`src/stereo_dither_quantizer_macros.svh`:
```
// Assertion macros for the checked module, sdq_ctrl.
// Each expects clk and rst in the scope where it is used.
`ifndef STEREO_DITHER_QUANTIZER_MACROS_SVH
`define STEREO_DITHER_QUANTIZER_MACROS_SVH

// Consequent must hold in the same cycle as the antecedent.
`define SDQ_ASSERT_SAME(lbl, ante, cons) \
  lbl: assert property (@(posedge clk) disable iff (rst) (ante) |-> (cons)) \
    else $error("sdq assertion failed");

// Consequent must hold in the cycle after the antecedent.
`define SDQ_ASSERT_NEXT(lbl, ante, cons) \
  lbl: assert property (@(posedge clk) disable iff (rst) (ante) |=> (cons)) \
    else $error("sdq assertion failed");

`endif

```
`src/sdq_pkg.sv`:
```
`default_nettype none
package sdq_pkg;

  localparam int FRAC_BITS = 16;
  localparam int IN_BITS   = 40;
  localparam int OUT_BITS  = 16;
  localparam int LCG_W     = 31;

  localparam int SUM_W   = IN_BITS + 1;
  localparam int WHOLE_W = SUM_W - FRAC_BITS + 1;

  localparam logic [LCG_W-1:0] LCG_MUL  = 31'd1103515245;
  localparam logic [LCG_W-1:0] LCG_ADD  = 31'd12345;
  localparam logic [LCG_W-1:0] LCG_SEED = 31'h16BA2118;

  // Two generator steps folded into one: x'' = x*MUL^2 + (ADD*MUL + ADD)
  localparam logic [63:0] LCG_MUL2_FULL = 64'(LCG_MUL) * 64'(LCG_MUL);
  localparam logic [63:0] LCG_ADD2_FULL = 64'(LCG_ADD) * 64'(LCG_MUL) + 64'(LCG_ADD);
  localparam logic [LCG_W-1:0] LCG_MUL2 = LCG_MUL2_FULL[LCG_W-1:0];
  localparam logic [LCG_W-1:0] LCG_ADD2 = LCG_ADD2_FULL[LCG_W-1:0];

  // Offset-binary bounds of the rounded integer part
  localparam logic [WHOLE_W-1:0] Q_ZERO = WHOLE_W'(1) << (IN_BITS - 1 - FRAC_BITS);
  localparam logic [WHOLE_W-1:0] Q_LO   = Q_ZERO - WHOLE_W'(32768);
  localparam logic [WHOLE_W-1:0] Q_HI   = Q_ZERO + WHOLE_W'(32767);
  localparam logic [FRAC_BITS-1:0] Q_HALF = FRAC_BITS'(1) << (FRAC_BITS - 1);

  typedef struct packed {
    logic capture;
    logic mul;
    logic upd;
    logic sum;
    logic load_out;
  } sdq_cmd_t;

  typedef struct packed {
    logic dither_en;
  } sdq_status_t;

endpackage
`default_nettype wire

```
`src/sdq_if.sv`:
```
`default_nettype none
interface sdq_in_if;
  logic                              valid;
  logic                              ready;
  logic signed [sdq_pkg::IN_BITS-1:0] left_sample;
  logic signed [sdq_pkg::IN_BITS-1:0] right_sample;
  logic                              end_of_block;

  modport source (output valid, left_sample, right_sample, end_of_block, input ready);
  modport sink   (input valid, left_sample, right_sample, end_of_block, output ready);
endinterface

interface sdq_out_if;
  logic        valid;
  logic        ready;
  logic [31:0] packed_frame;
  logic        last_out;

  modport source (output valid, packed_frame, last_out, input ready);
  modport sink   (input valid, packed_frame, last_out, output ready);
endinterface
`default_nettype wire

```
`src/sdq_datapath.sv`:
```
`default_nettype none
module sdq_datapath (
  input  wire logic                               clk,
  input  wire logic                               rst,
  input  wire sdq_pkg::sdq_cmd_t                  cmd,
  output sdq_pkg::sdq_status_t                    status,
  input  wire logic                               cfg_write_en,
  input  wire logic                               cfg_write_data,
  input  wire logic signed [sdq_pkg::IN_BITS-1:0] left_sample,
  input  wire logic signed [sdq_pkg::IN_BITS-1:0] right_sample,
  input  wire logic                               end_of_block,
  output logic [31:0]                             packed_frame,
  output logic                                    last_out
);

  logic                              dither_en;
  logic [sdq_pkg::LCG_W-1:0]         lcg_state;
  logic [sdq_pkg::LCG_W-1:0]         prod_r;
  logic [sdq_pkg::LCG_W-1:0]         prod_l;
  logic [sdq_pkg::IN_BITS-1:0]       left_q;
  logic [sdq_pkg::IN_BITS-1:0]       right_q;
  logic                              eob_q;
  logic [sdq_pkg::FRAC_BITS-1:0]     dither_r;
  logic [sdq_pkg::FRAC_BITS-1:0]     dither_l;
  logic [sdq_pkg::SUM_W-1:0]         sum_r;
  logic [sdq_pkg::SUM_W-1:0]         sum_l;
  logic [sdq_pkg::LCG_W-1:0]         state_r;
  logic [sdq_pkg::LCG_W-1:0]         state_l;
  logic [sdq_pkg::OUT_BITS-1:0]      q_r;
  logic [sdq_pkg::OUT_BITS-1:0]      q_l;

  function automatic logic [sdq_pkg::SUM_W-1:0] bias_add(
    input logic [sdq_pkg::IN_BITS-1:0]   raw,
    input logic [sdq_pkg::FRAC_BITS-1:0] dither
  );
    logic [sdq_pkg::IN_BITS-1:0] biased;
    begin
      biased = {~raw[sdq_pkg::IN_BITS-1], raw[sdq_pkg::IN_BITS-2:0]};
      bias_add = sdq_pkg::SUM_W'(biased) + sdq_pkg::SUM_W'(dither);
    end
  endfunction

  // Round to nearest even, clamp, convert offset binary back to int16
  function automatic logic [sdq_pkg::OUT_BITS-1:0] round_sat(
    input logic [sdq_pkg::SUM_W-1:0] sum
  );
    logic [sdq_pkg::FRAC_BITS-1:0] frac;
    logic [sdq_pkg::WHOLE_W-1:0]   whole;
    logic                          inc;
    logic [sdq_pkg::WHOLE_W-1:0]   diff;
    begin
      frac  = sum[sdq_pkg::FRAC_BITS-1:0];
      whole = sdq_pkg::WHOLE_W'(sum[sdq_pkg::SUM_W-1:sdq_pkg::FRAC_BITS]);
      inc   = (frac > sdq_pkg::Q_HALF) || ((frac == sdq_pkg::Q_HALF) && whole[0]);
      whole = whole + sdq_pkg::WHOLE_W'(inc);
      if (whole < sdq_pkg::Q_LO) begin
        whole = sdq_pkg::Q_LO;
      end else if (whole > sdq_pkg::Q_HI) begin
        whole = sdq_pkg::Q_HI;
      end
      diff = whole - sdq_pkg::Q_LO;
      round_sat = diff[sdq_pkg::OUT_BITS-1:0] ^ {1'b1, {(sdq_pkg::OUT_BITS-1){1'b0}}};
    end
  endfunction

  assign state_r = prod_r + sdq_pkg::LCG_ADD;
  assign state_l = prod_l + sdq_pkg::LCG_ADD2;
  assign q_r     = round_sat(sum_r);
  assign q_l     = round_sat(sum_l);

  assign status.dither_en = dither_en;

  always_ff @(posedge clk) begin
    if (rst) begin
      dither_en <= 1'b1;
      lcg_state <= sdq_pkg::LCG_SEED;
    end else begin
      if (cfg_write_en) begin
        dither_en <= cfg_write_data;
      end
      // Left value is the second generator step, so it becomes the new state
      if (cmd.upd) begin
        lcg_state <= state_l;
      end
    end
  end

  always_ff @(posedge clk) begin
    if (cmd.capture) begin
      left_q   <= left_sample;
      right_q  <= right_sample;
      eob_q    <= end_of_block;
      dither_r <= '0;
      dither_l <= '0;
    end
    if (cmd.mul) begin
      prod_r <= lcg_state * sdq_pkg::LCG_MUL;
      prod_l <= lcg_state * sdq_pkg::LCG_MUL2;
    end
    if (cmd.upd) begin
      dither_r <= state_r[sdq_pkg::LCG_W-1 -: sdq_pkg::FRAC_BITS];
      dither_l <= state_l[sdq_pkg::LCG_W-1 -: sdq_pkg::FRAC_BITS];
    end
    if (cmd.sum) begin
      sum_r <= bias_add(right_q, dither_r);
      sum_l <= bias_add(left_q, dither_l);
    end
    if (cmd.load_out) begin
      packed_frame <= {q_r, q_l};
      last_out     <= eob_q;
    end
  end

endmodule
`default_nettype wire

```
`src/sdq_ctrl.sv`:
```
`default_nettype none
`include "stereo_dither_quantizer_macros.svh"
module sdq_ctrl (
  input  wire logic                 clk,
  input  wire logic                 rst,
  input  wire logic                 in_valid,
  output logic                      in_ready,
  output logic                      out_valid,
  input  wire logic                 out_ready,
  input  wire sdq_pkg::sdq_status_t status,
  output sdq_pkg::sdq_cmd_t         cmd
);

  typedef enum logic [4:0] {
    ST_IDLE  = 5'b00001,
    ST_MUL   = 5'b00010,
    ST_UPD   = 5'b00100,
    ST_SUM   = 5'b01000,
    ST_ROUND = 5'b10000
  } state_t;

  state_t state;
  state_t state_next;
  logic   out_valid_next;
  logic   in_xfer;
  logic   out_free;

  assign in_ready = (state == ST_IDLE);
  assign in_xfer  = in_valid && in_ready;
  assign out_free = !out_valid || out_ready;

  always_comb begin
    state_next   = state;
    cmd.capture  = 1'b0;
    cmd.mul      = 1'b0;
    cmd.upd      = 1'b0;
    cmd.sum      = 1'b0;
    cmd.load_out = 1'b0;
    case (state)
      ST_IDLE: begin
        if (in_valid) begin
          cmd.capture = 1'b1;
          state_next  = status.dither_en ? ST_MUL : ST_SUM;
        end
      end
      ST_MUL: begin
        cmd.mul    = 1'b1;
        state_next = ST_UPD;
      end
      ST_UPD: begin
        cmd.upd    = 1'b1;
        state_next = ST_SUM;
      end
      ST_SUM: begin
        cmd.sum    = 1'b1;
        state_next = ST_ROUND;
      end
      ST_ROUND: begin
        // hold the result until the output register frees up
        if (out_free) begin
          cmd.load_out = 1'b1;
          state_next   = ST_IDLE;
        end
      end
      default: begin
        state_next = ST_IDLE;
      end
    endcase
  end

  always_comb begin
    if (cmd.load_out) begin
      out_valid_next = 1'b1;
    end else if (out_ready) begin
      out_valid_next = 1'b0;
    end else begin
      out_valid_next = out_valid;
    end
  end

  always_ff @(posedge clk) begin
    if (rst) begin
      state     <= ST_IDLE;
      out_valid <= 1'b0;
    end else begin
      state     <= state_next;
      out_valid <= out_valid_next;
    end
  end

  `SDQ_ASSERT_NEXT(a_accept_path, in_xfer, (state == ST_MUL) || (state == ST_SUM))
  `SDQ_ASSERT_NEXT(a_mul_then_upd, state == ST_MUL, state == ST_UPD)
  `SDQ_ASSERT_NEXT(a_stall_holds, (state == ST_ROUND) && out_valid && !out_ready,
                   (state == ST_ROUND) && out_valid)
  `SDQ_ASSERT_NEXT(a_load_sets_valid, cmd.load_out, out_valid)
  `SDQ_ASSERT_SAME(a_load_when_free, cmd.load_out, (state == ST_ROUND) && out_free)

endmodule
`default_nettype wire

```
`src/stereo_dither_quantizer.sv`:
```
// Stereo dither quantizer: turns one frame of fixed-point stereo samples
// (16 fractional bits) into one packed int16 pair, right in bits 31:16.
// Channels: in_ch carries left_sample, right_sample and end_of_block;
// out_ch carries packed_frame and last_out. Each moves on a valid/ready
// transfer. cfg_write_en/cfg_write_data set dither_enable; write it idle.
// Steps: with dither on, a captured input passes generator multiply,
// generator update, sum and round before the result is valid; with
// dither off the generator steps are skipped.
// Frames: the controller handles one frame at a time and takes no new
// input until the last one is in the output register. Both generator
// steps come from the old state in parallel (second step uses the
// squared multiplier).
// Reset: generator state returns to its seed, dither is enabled, the
// output register is empty.
// Stall: a finished result sits in the output register; the next input
// is still taken and processed, and it waits in the round stage until
// the output register has been read.
`default_nettype none
module stereo_dither_quantizer (
  input  wire logic  clk,
  input  wire logic  rst,
  input  wire logic  cfg_write_en,
  input  wire logic  cfg_write_data,
  sdq_in_if.sink     in_ch,
  sdq_out_if.source  out_ch
);

  sdq_pkg::sdq_cmd_t    cmd;
  sdq_pkg::sdq_status_t status;

  sdq_ctrl u_ctrl (
    .clk       (clk),
    .rst       (rst),
    .in_valid  (in_ch.valid),
    .in_ready  (in_ch.ready),
    .out_valid (out_ch.valid),
    .out_ready (out_ch.ready),
    .status    (status),
    .cmd       (cmd)
  );

  sdq_datapath u_datapath (
    .clk            (clk),
    .rst            (rst),
    .cmd            (cmd),
    .status         (status),
    .cfg_write_en   (cfg_write_en),
    .cfg_write_data (cfg_write_data),
    .left_sample    (in_ch.left_sample),
    .right_sample   (in_ch.right_sample),
    .end_of_block   (in_ch.end_of_block),
    .packed_frame   (out_ch.packed_frame),
    .last_out       (out_ch.last_out)
  );

endmodule
`default_nettype wire
```
`src/flat_wrapper.sv`:
```
// flat-port wrapper written by rule: the top's interface ports become plain ports
module stereo_dither_quantizer_flat 
  (clk, rst, cfg_write_en, cfg_write_data, in_ch_valid, in_ch_left_sample, in_ch_right_sample, in_ch_end_of_block, in_ch_ready, out_ch_valid, out_ch_packed_frame, out_ch_last_out, out_ch_ready);
  sdq_in_if in_ch_i ();
  sdq_out_if out_ch_i ();
  input  wire logic clk;
  input  wire logic rst;
  input  wire logic cfg_write_en;
  input  wire logic cfg_write_data;
  input wire logic [$bits(in_ch_i.valid)-1:0] in_ch_valid;
  input wire logic [$bits(in_ch_i.left_sample)-1:0] in_ch_left_sample;
  input wire logic [$bits(in_ch_i.right_sample)-1:0] in_ch_right_sample;
  input wire logic [$bits(in_ch_i.end_of_block)-1:0] in_ch_end_of_block;
  output wire logic [$bits(in_ch_i.ready)-1:0] in_ch_ready;
  output wire logic [$bits(out_ch_i.valid)-1:0] out_ch_valid;
  output wire logic [$bits(out_ch_i.packed_frame)-1:0] out_ch_packed_frame;
  output wire logic [$bits(out_ch_i.last_out)-1:0] out_ch_last_out;
  input wire logic [$bits(out_ch_i.ready)-1:0] out_ch_ready;
  assign in_ch_i.valid = in_ch_valid;
  assign in_ch_i.left_sample = in_ch_left_sample;
  assign in_ch_i.right_sample = in_ch_right_sample;
  assign in_ch_i.end_of_block = in_ch_end_of_block;
  assign in_ch_ready = in_ch_i.ready;
  assign out_ch_valid = out_ch_i.valid;
  assign out_ch_packed_frame = out_ch_i.packed_frame;
  assign out_ch_last_out = out_ch_i.last_out;
  assign out_ch_i.ready = out_ch_ready;
  stereo_dither_quantizer u_core (.clk(clk), .rst(rst), .cfg_write_en(cfg_write_en), .cfg_write_data(cfg_write_data), .in_ch(in_ch_i), .out_ch(out_ch_i));
endmodule
```
`config.mk`:
```
export PLATFORM = sky130hd
export DESIGN_NAME = stereo_dither_quantizer_flat
export DESIGN_NICKNAME = d
export VERILOG_FILES = /design/src/sdq_pkg.sv /design/src/sdq_if.sv /design/src/sdq_datapath.sv /design/src/sdq_ctrl.sv /design/src/stereo_dither_quantizer.sv /design/src/flat_wrapper.sv
export VERILOG_INCLUDE_DIRS = /design/src /design/src/src
export SDC_FILE = /design/constraint.sdc
export NUM_CORES = 1
export LEC_CHECK = 0
export BUFFER_PORTS_ARGS = -buffer_cell sky130_fd_sc_hd__buf_2
export CORE_ASPECT_RATIO = 0.5
export CORE_MARGIN = 2
export CORE_UTILIZATION = 65
export CTS_CLUSTER_SIZE = 12
export DETAILED_ROUTE_END_ITERATION = 12
export HOLD_SLACK_MARGIN = 0.03
export PLACE_DENSITY = 0.86
export SKIP_CTS_REPAIR_TIMING = 1
export SYNTH_ARGS = -nofsm -noshare
export SYNTH_HDL_FRONTEND = slang
export SYNTH_SLANG_ARGS = --single-unit
```
`constraint.sdc`:
```
create_clock -name clk -period 18.7 [get_ports clk]
set_clock_uncertainty 0.15 [all_clocks]
set_input_delay 3.74 -clock clk [delete_from_list [all_inputs] [get_ports clk]]
set_output_delay 3.74 -clock clk [all_outputs]
set_load 0.05 [all_outputs]
```
* After elaboration in Yosys (flattened, before gate mapping)
Index checks and enable logic that the tools add are counted.
** Word-level totals
- Output and inout bits :: 35
- Memory bits (read-only) :: 0
- Bits in latches :: 0
- RAM bits :: 0
- Bits in registers :: 328
- Memories kept :: 0
- Logic and storage cells :: 73
** Cells by class
- Equal/unequal tests :: 9
- Order comparisons :: 6
- Reduce and logical (&&, ||, !) cells :: 9
- Multipliers :: 2
- Add/sub/neg operators :: 8
- Shift-type cells :: 0
- Bitwise gates (word level) :: 4
- Divide/modulo/power cells :: 0
- Muxes and demuxes :: 20
** Operator list (number)
- 2-to-1 mux 16 bit :: 7
- adder 40 x 16 -> 41 bit :: 2
- multiplier 31 x 31 -> 31 bit (second input constant) :: 2
- adder 25 x 1 -> 26 bit :: 2
- > comparator 26 x 24 -> 1 bit (second input constant) :: 2
- < comparator 26 x 23 -> 1 bit (second input constant) :: 2
- == test 16 bit (second input constant) :: 2
- > comparator 16 bit (second input constant) :: 2
- subtractor 16 bit (second input constant) :: 2
- adder 31 x 14 -> 31 bit (second input constant) :: 1
- adder 31 bit (second input constant) :: 1
- one-hot mux 5 bit (5 select lines) :: 1
- 2-to-1 mux 5 bit :: 2
- 2-to-1 mux 1 bit :: 9
- == test 5 x 1 -> 1 bit (second input constant) :: 1
- == test 5 x 2 -> 1 bit (second input constant) :: 1
- == test 5 x 3 -> 1 bit (second input constant) :: 1
- == test 5 x 4 -> 1 bit (second input constant) :: 1
- == test 5 bit (second input constant) :: 1
- 2-to-1 mux 4 bit :: 1
- inequality test 2 bit (second input constant) :: 2
- inverter 1 bit :: 4
- nonzero test 2 bit :: 2
- logical OR 1 bit :: 3
- other kinds (3) :: 4

* Logic depth before layout (Yosys ltp)
- Depth after elaboration :: 9
- Depth in mapped cells :: 26
- Gate-level depth less buffers :: 25

* Cells and area by module
From an unflattened synthesis, not the netlist that was laid out.
** Unflattened totals
- Cells, all modules :: 2635
- Area, all modules :: 28805.1 µm²
** By module, submodules not included
- sdq_datapath :: seq. area each 9288.9 µm², area each 28419.8 µm², instances 1, cells each 2595
- sdq_ctrl :: seq. area each 120.1 µm², area each 385.4 µm², instances 1, cells each 40

* Least setup slack after synthesis
OpenSTA, ideal clock, no wires.
- Path kind :: reg2reg
- From :: reg u_core.u_datapath.lcg_state[7] in the netlist's numbering
- To :: reg u_core.u_datapath.prod_l[30] in the netlist's numbering, data pin
- Path slack :: 11726 ps
- Required time :: 18285 ps
- Clock period less this slack :: 6974 ps
- Arrival time :: 6559 ps
- Cell stages (with the launch flop) :: 22
- Library setup time :: 265 ps
- Path buffers :: 1
- Cell sequence :: dfxtp_1 -> ha_1 -> xor2_1 -> ha_1 -> or2_2 -> inv_1 -> fa_1 -> fa_1 -> inv_1 -> fa_1 -> fa_1 -> fa_1 -> inv_1 -> fa_1 -> inv_1 -> ha_1 -> clkbuf_1 -> a211o_1 -> or4b_2 -> and3_1 -> a311oi_1 -> xnor2_1
** Between the ends
- Cells in the longest elaborated chain, start to end :: 1
** Ends and longest elaborated chain
- from (decl) :: line sdq_datapath.sv:17 : logic [sdq_pkg::LCG_W-1:0] lcg_state;
- from (signal assigned) :: line sdq_datapath.sv:76 : lcg_state <= sdq_pkg::LCG_SEED;
- from (signal assigned) :: line sdq_datapath.sv:83 : lcg_state <= state_l;
- multiplier 31 x 31 -> 31 bit :: line sdq_datapath.sv:98 : prod_l <= lcg_state * sdq_pkg::LCG_MUL2;
- to (signal assigned) :: line sdq_datapath.sv:98
- to (decl) :: line sdq_datapath.sv:19 : logic [sdq_pkg::LCG_W-1:0] prod_l;
Every way passes these cells.
A chain may end at the register's enable or synchronous reset.

* Final worst setup path
- From :: reg u_core.u_datapath.lcg_state[9] in the netlist's numbering
- To :: reg u_core.u_datapath.prod_l[30] in the netlist's numbering, data pin
Same word-level chain as after synthesis.

==> impl_metrics.csv <==
group,metric,value,unit
timing,tightest_slew,1070,ps
min_path,hold_class,"flip-flop to flip-flop",
route,drtPass1Iterations,5,
power,p_int,1.48,mW
global_routing,grt_max_degree,84,
flow_run,drv_cap,0,
timing,rsz0062_at_grt,"no",
final_layout,syn_to_final_growth,8.17,%
run_status,outcome,"complete, no violations",
cts,clock_latency,540,ps
final_layout,layout_common_cells,"inv_1, ha_1, fa_1, edfxtp_1, xnor2_1",
synth,synth_nets,3415,
synth,synth-seq-cells,326,
power,pwr-share-clk,29.3,%
power,power_density,68.8,nW/um2
route,drtIter0Drc,1521,
timing,hold_violations,0,
timing,period_minus_slack,7790,ps
power,ir_drop,65.4,uV
final_layout,final_core_util,71.5,%
global_routing,grt_pass1_vias,20169,
min_path,min_path_cells,0,
critical_path,cp_common_cell,"fa_1",
route,wirelength,69300,um
final_layout,nets,3559,
die,die_y,153,um
cts,numCtsBuffers,34,
critical_path,rrSetupSlack,10910,ps
final_layout,fillers,3061,
final_layout,antennaDiodeCount,0,
route,vias_per_cell,5.67,
critical_path,critPathKind,"flip-flop to flip-flop",
critical_path,slowest_delay,770,ps
synth,yosys_warnings,0,
critical_path,worst_r2r_endpoint,"u_core.u_datapath.prod_l[30]$_DFFE_PP_",
placement,post_dp_cell_area,30300,um2
critical_path,critPathBufInv,4,
final_layout,drive_gt1_share,7.55,%
critical_path,required,18820,ps
synth,postSynthAreaPerCell,10.8,um2
min_path,hp-start,"u_core.u_datapath.eob_q$_DFFE_PP_",
final_layout,final_area,31300,um2
cts,cts-root-buf,"clkbuf_16",
min_path,hold_end,"u_core.u_datapath.last_out$_DFFE_PP_",
synth,synth_top_cell_area_share,29.9,%
route,vias,19470,
critical_path,cp-end-kind,"flip-flop",
critical_path,cp_max_fo,11,
die,die_x,302,um
placement,portBuffers,121,
route,routedWlPerCell,20.2,um
critical_path,r2r_cells,21,
synth,syn-instance-count,2684,
synth,synth_flop_cell,"edfxtp_1",
synth,synth_area_leader_cell,"edfxtp_1",
placement,dpl.cell_count,3380,
timing,min_period_over_period,41.6,%
timing,finalSetupTns,0,ps
die,ios,122,
synth,synth-edff-count,288,
power,combPwrFrac,29.3,%
timing,finalMaxSlewViolations,0,
timing,setup_viol,0,
timing,max_freq,128,MHz
placement,globalplace.congestion,0.967,
cts,clk_pin_slew,60,ps
cts,h-tree-depth,2,
cts,clockBufferDepth,3,
global_routing,track_usage,31.1,%
critical_path,critical_path.startpoint_type,"flip-flop",
critical_path,cp_cell_sequence,"ha_1 > inv_1 > fa_1 > fa_1 > fa_1 > inv_1 > fa_1 > fa_1 > fa_1 > inv_1 > fa_1 > inv_1 > ha_1 > a21oi_1 > nand2b_1 > a21oi_1 > nor2_1 > or4b_2 > and3_1 > a311oi_1 > xnor2_1",
cts,cts_sinks,326,
critical_path,path_delay_family,"adder cells",
final_layout,fin_cells,3436,
final_layout,mostFrequentLayoutCell,"inv_1",
die,core_area,43800,um2
power,power_switching,0.671,mW
power,p_leak,14.3,nW
route,drcViolationCount,0,
critical_path,critical_path_arrival,7910,ps
placement,hpwl,57000,um
die,die-area,46300,um2
synth,synth_area,28900,um2
power,p_seq_share,41.5,%
timing,slew_headroom,28.6,%
power,switching_share,31.2,%
synth,synth.distinct_cells,75,
critical_path,cp_slowest_cell,"dfxtp_1",
synth,synthArstFlopShare,0,%
global_routing,grt_pass1_wl,109000,um
global_routing,antenna_found_initial,1,
global_routing,gr-total-overflow,0,
route,antenna_left,0,
synth,synth.area.top_cells,"edfxtp_1, fa_1, ha_1, inv_1, xnor2_1",
critical_path,crit-reg2reg-launch,"u_core.u_datapath.lcg_state[9]$_SDFFE_PP0P_",
die,start_util,66.1,%
synth,yosysSeqAreaShare,32.5,%
die,rows,54,
cts,cts_tree,"yes",
[flip-flops by register name, indices dropped and copies added (netlist names), 29 cells and up]
| register | count |
|---|---|
| u_core.u_datapath.packed_frame | 32 |
| u_core.u_datapath.right_q | 40 |
| u_core.u_datapath.sum_r | 41 |
| u_core.u_datapath.prod_l | 29 |
| u_core.u_datapath.sum_l | 41 |
| u_core.u_datapath.lcg_state | 31 |
| u_core.u_datapath.left_q | 40 |
| u_core.u_datapath.prod_r | 31 |
[power groups by stage]
stage | registers [mW] | clock network, mW | logic (mW)
final | 0.892 | 0.630 | 0.630
after floorplan | 0.899 | 0 | 0.473
after global placement | 0.905 | 0 | 0.602
after global routing | 0.895 | 0.663 | 0.715
after CTS | 0.892 | 0.635 | 0.631
after detailed placement | 0.907 | 0 | 0.626
[cell type report]
cell class              count  area (um2)  share of cell area (%)
well taps                 588         736                    2.35
flip-flops and latches    326        9410                    30.1
clock buffers              47         900                    2.87
clock inverters             9        90.1                   0.288
repair buffers            138         733                    2.34
inverters                 608        2280                    7.29
multi-input cells        1720       17200                    54.8
[logic make-up after synthesis]
| logic type | count (synthesis) | synth area share [%] |
|---|---|---|
| adder cells (fa/ha/maj) | 644 | 35.5 |
| XOR/XNOR | 239 | 7.23 |
| buffers and inverters | 638 | 8.31 |
| multiplexers | 7 | 0.251 |
| flip-flops | 326 | 32.5 |
| AND/OR/NAND/NOR | 498 | 8.66 |
| AO/OA/AOI/OAI | 332 | 7.58 |
[layer usage]
layer  share of wire (%)  global-route usage, %
met5                   0                      0
met4                 2.7                   8.59
met3                 7.5                   5.84
met2                  47                   50.9
met1                  43                   43.0
[cell usage after synthesis (9+ instances only)]
cell,count
fa_1,294
clkbuf_1,25
nand4_1,30
nor3_1,30
o21ai_0,49
and3_1,19
nor4_1,16
nand2b_1,11
o21bai_1,12
a21oi_1,104
dfxtp_1,38
or3_1,14
and4_1,10
ha_1,350
a21o_1,21
nand2_1,120
a211o_1,15
xor2_1,93
nor2b_1,14
o21a_1,25
xnor2_1,146
nor2_1,133
nand3_1,42
nand3b_1,9
edfxtp_1,288
and2_1,14
inv_1,608
a211oi_1,26
a31oi_1,9
[worst max path at each step]
stage / from / to / slack (ps) / cells past startpoint
floorplan: u_core.u_datapath.lcg_state[7]$_SDFFE_PP0P_ / u_core.u_datapath.prod_l[30]$_DFFE_PP_ / 11730 / 21
global placement: u_core.u_datapath.lcg_state[9]$_SDFFE_PP0P_ / u_core.u_datapath.prod_l[30]$_DFFE_PP_ / 11140 / 21
detailed placement: u_core.u_datapath.lcg_state[9]$_SDFFE_PP0P_ / u_core.u_datapath.prod_l[30]$_DFFE_PP_ / 11030 / 21
CTS: u_core.u_datapath.lcg_state[9]$_SDFFE_PP0P_ / u_core.u_datapath.prod_l[30]$_DFFE_PP_ / 11010 / 21
global route: u_core.u_datapath.lcg_state[9]$_SDFFE_PP0P_ / u_core.u_datapath.prod_l[30]$_DFFE_PP_ / 10740 / 21
finish: u_core.u_datapath.lcg_state[9]$_SDFFE_PP0P_ / u_core.u_datapath.prod_l[30]$_DFFE_PP_ / 10910 / 21
[through the flow]
| step | hold slack (ps) | worst slack, ps | power, mW |
|---|---|---|---|
| final | 275 | 10910 | 2.15 |
| after global routing | 290 | 10740 | 2.27 |
| after CTS | 273 | 11010 | 2.16 |
| after detailed placement | 260 | 11030 | 1.53 |
| after global placement | 252 | 11140 | 1.51 |
| after floorplan | 250 | 11730 | 1.37 |
No activity file was read; power rests on OpenSTA's default activity.
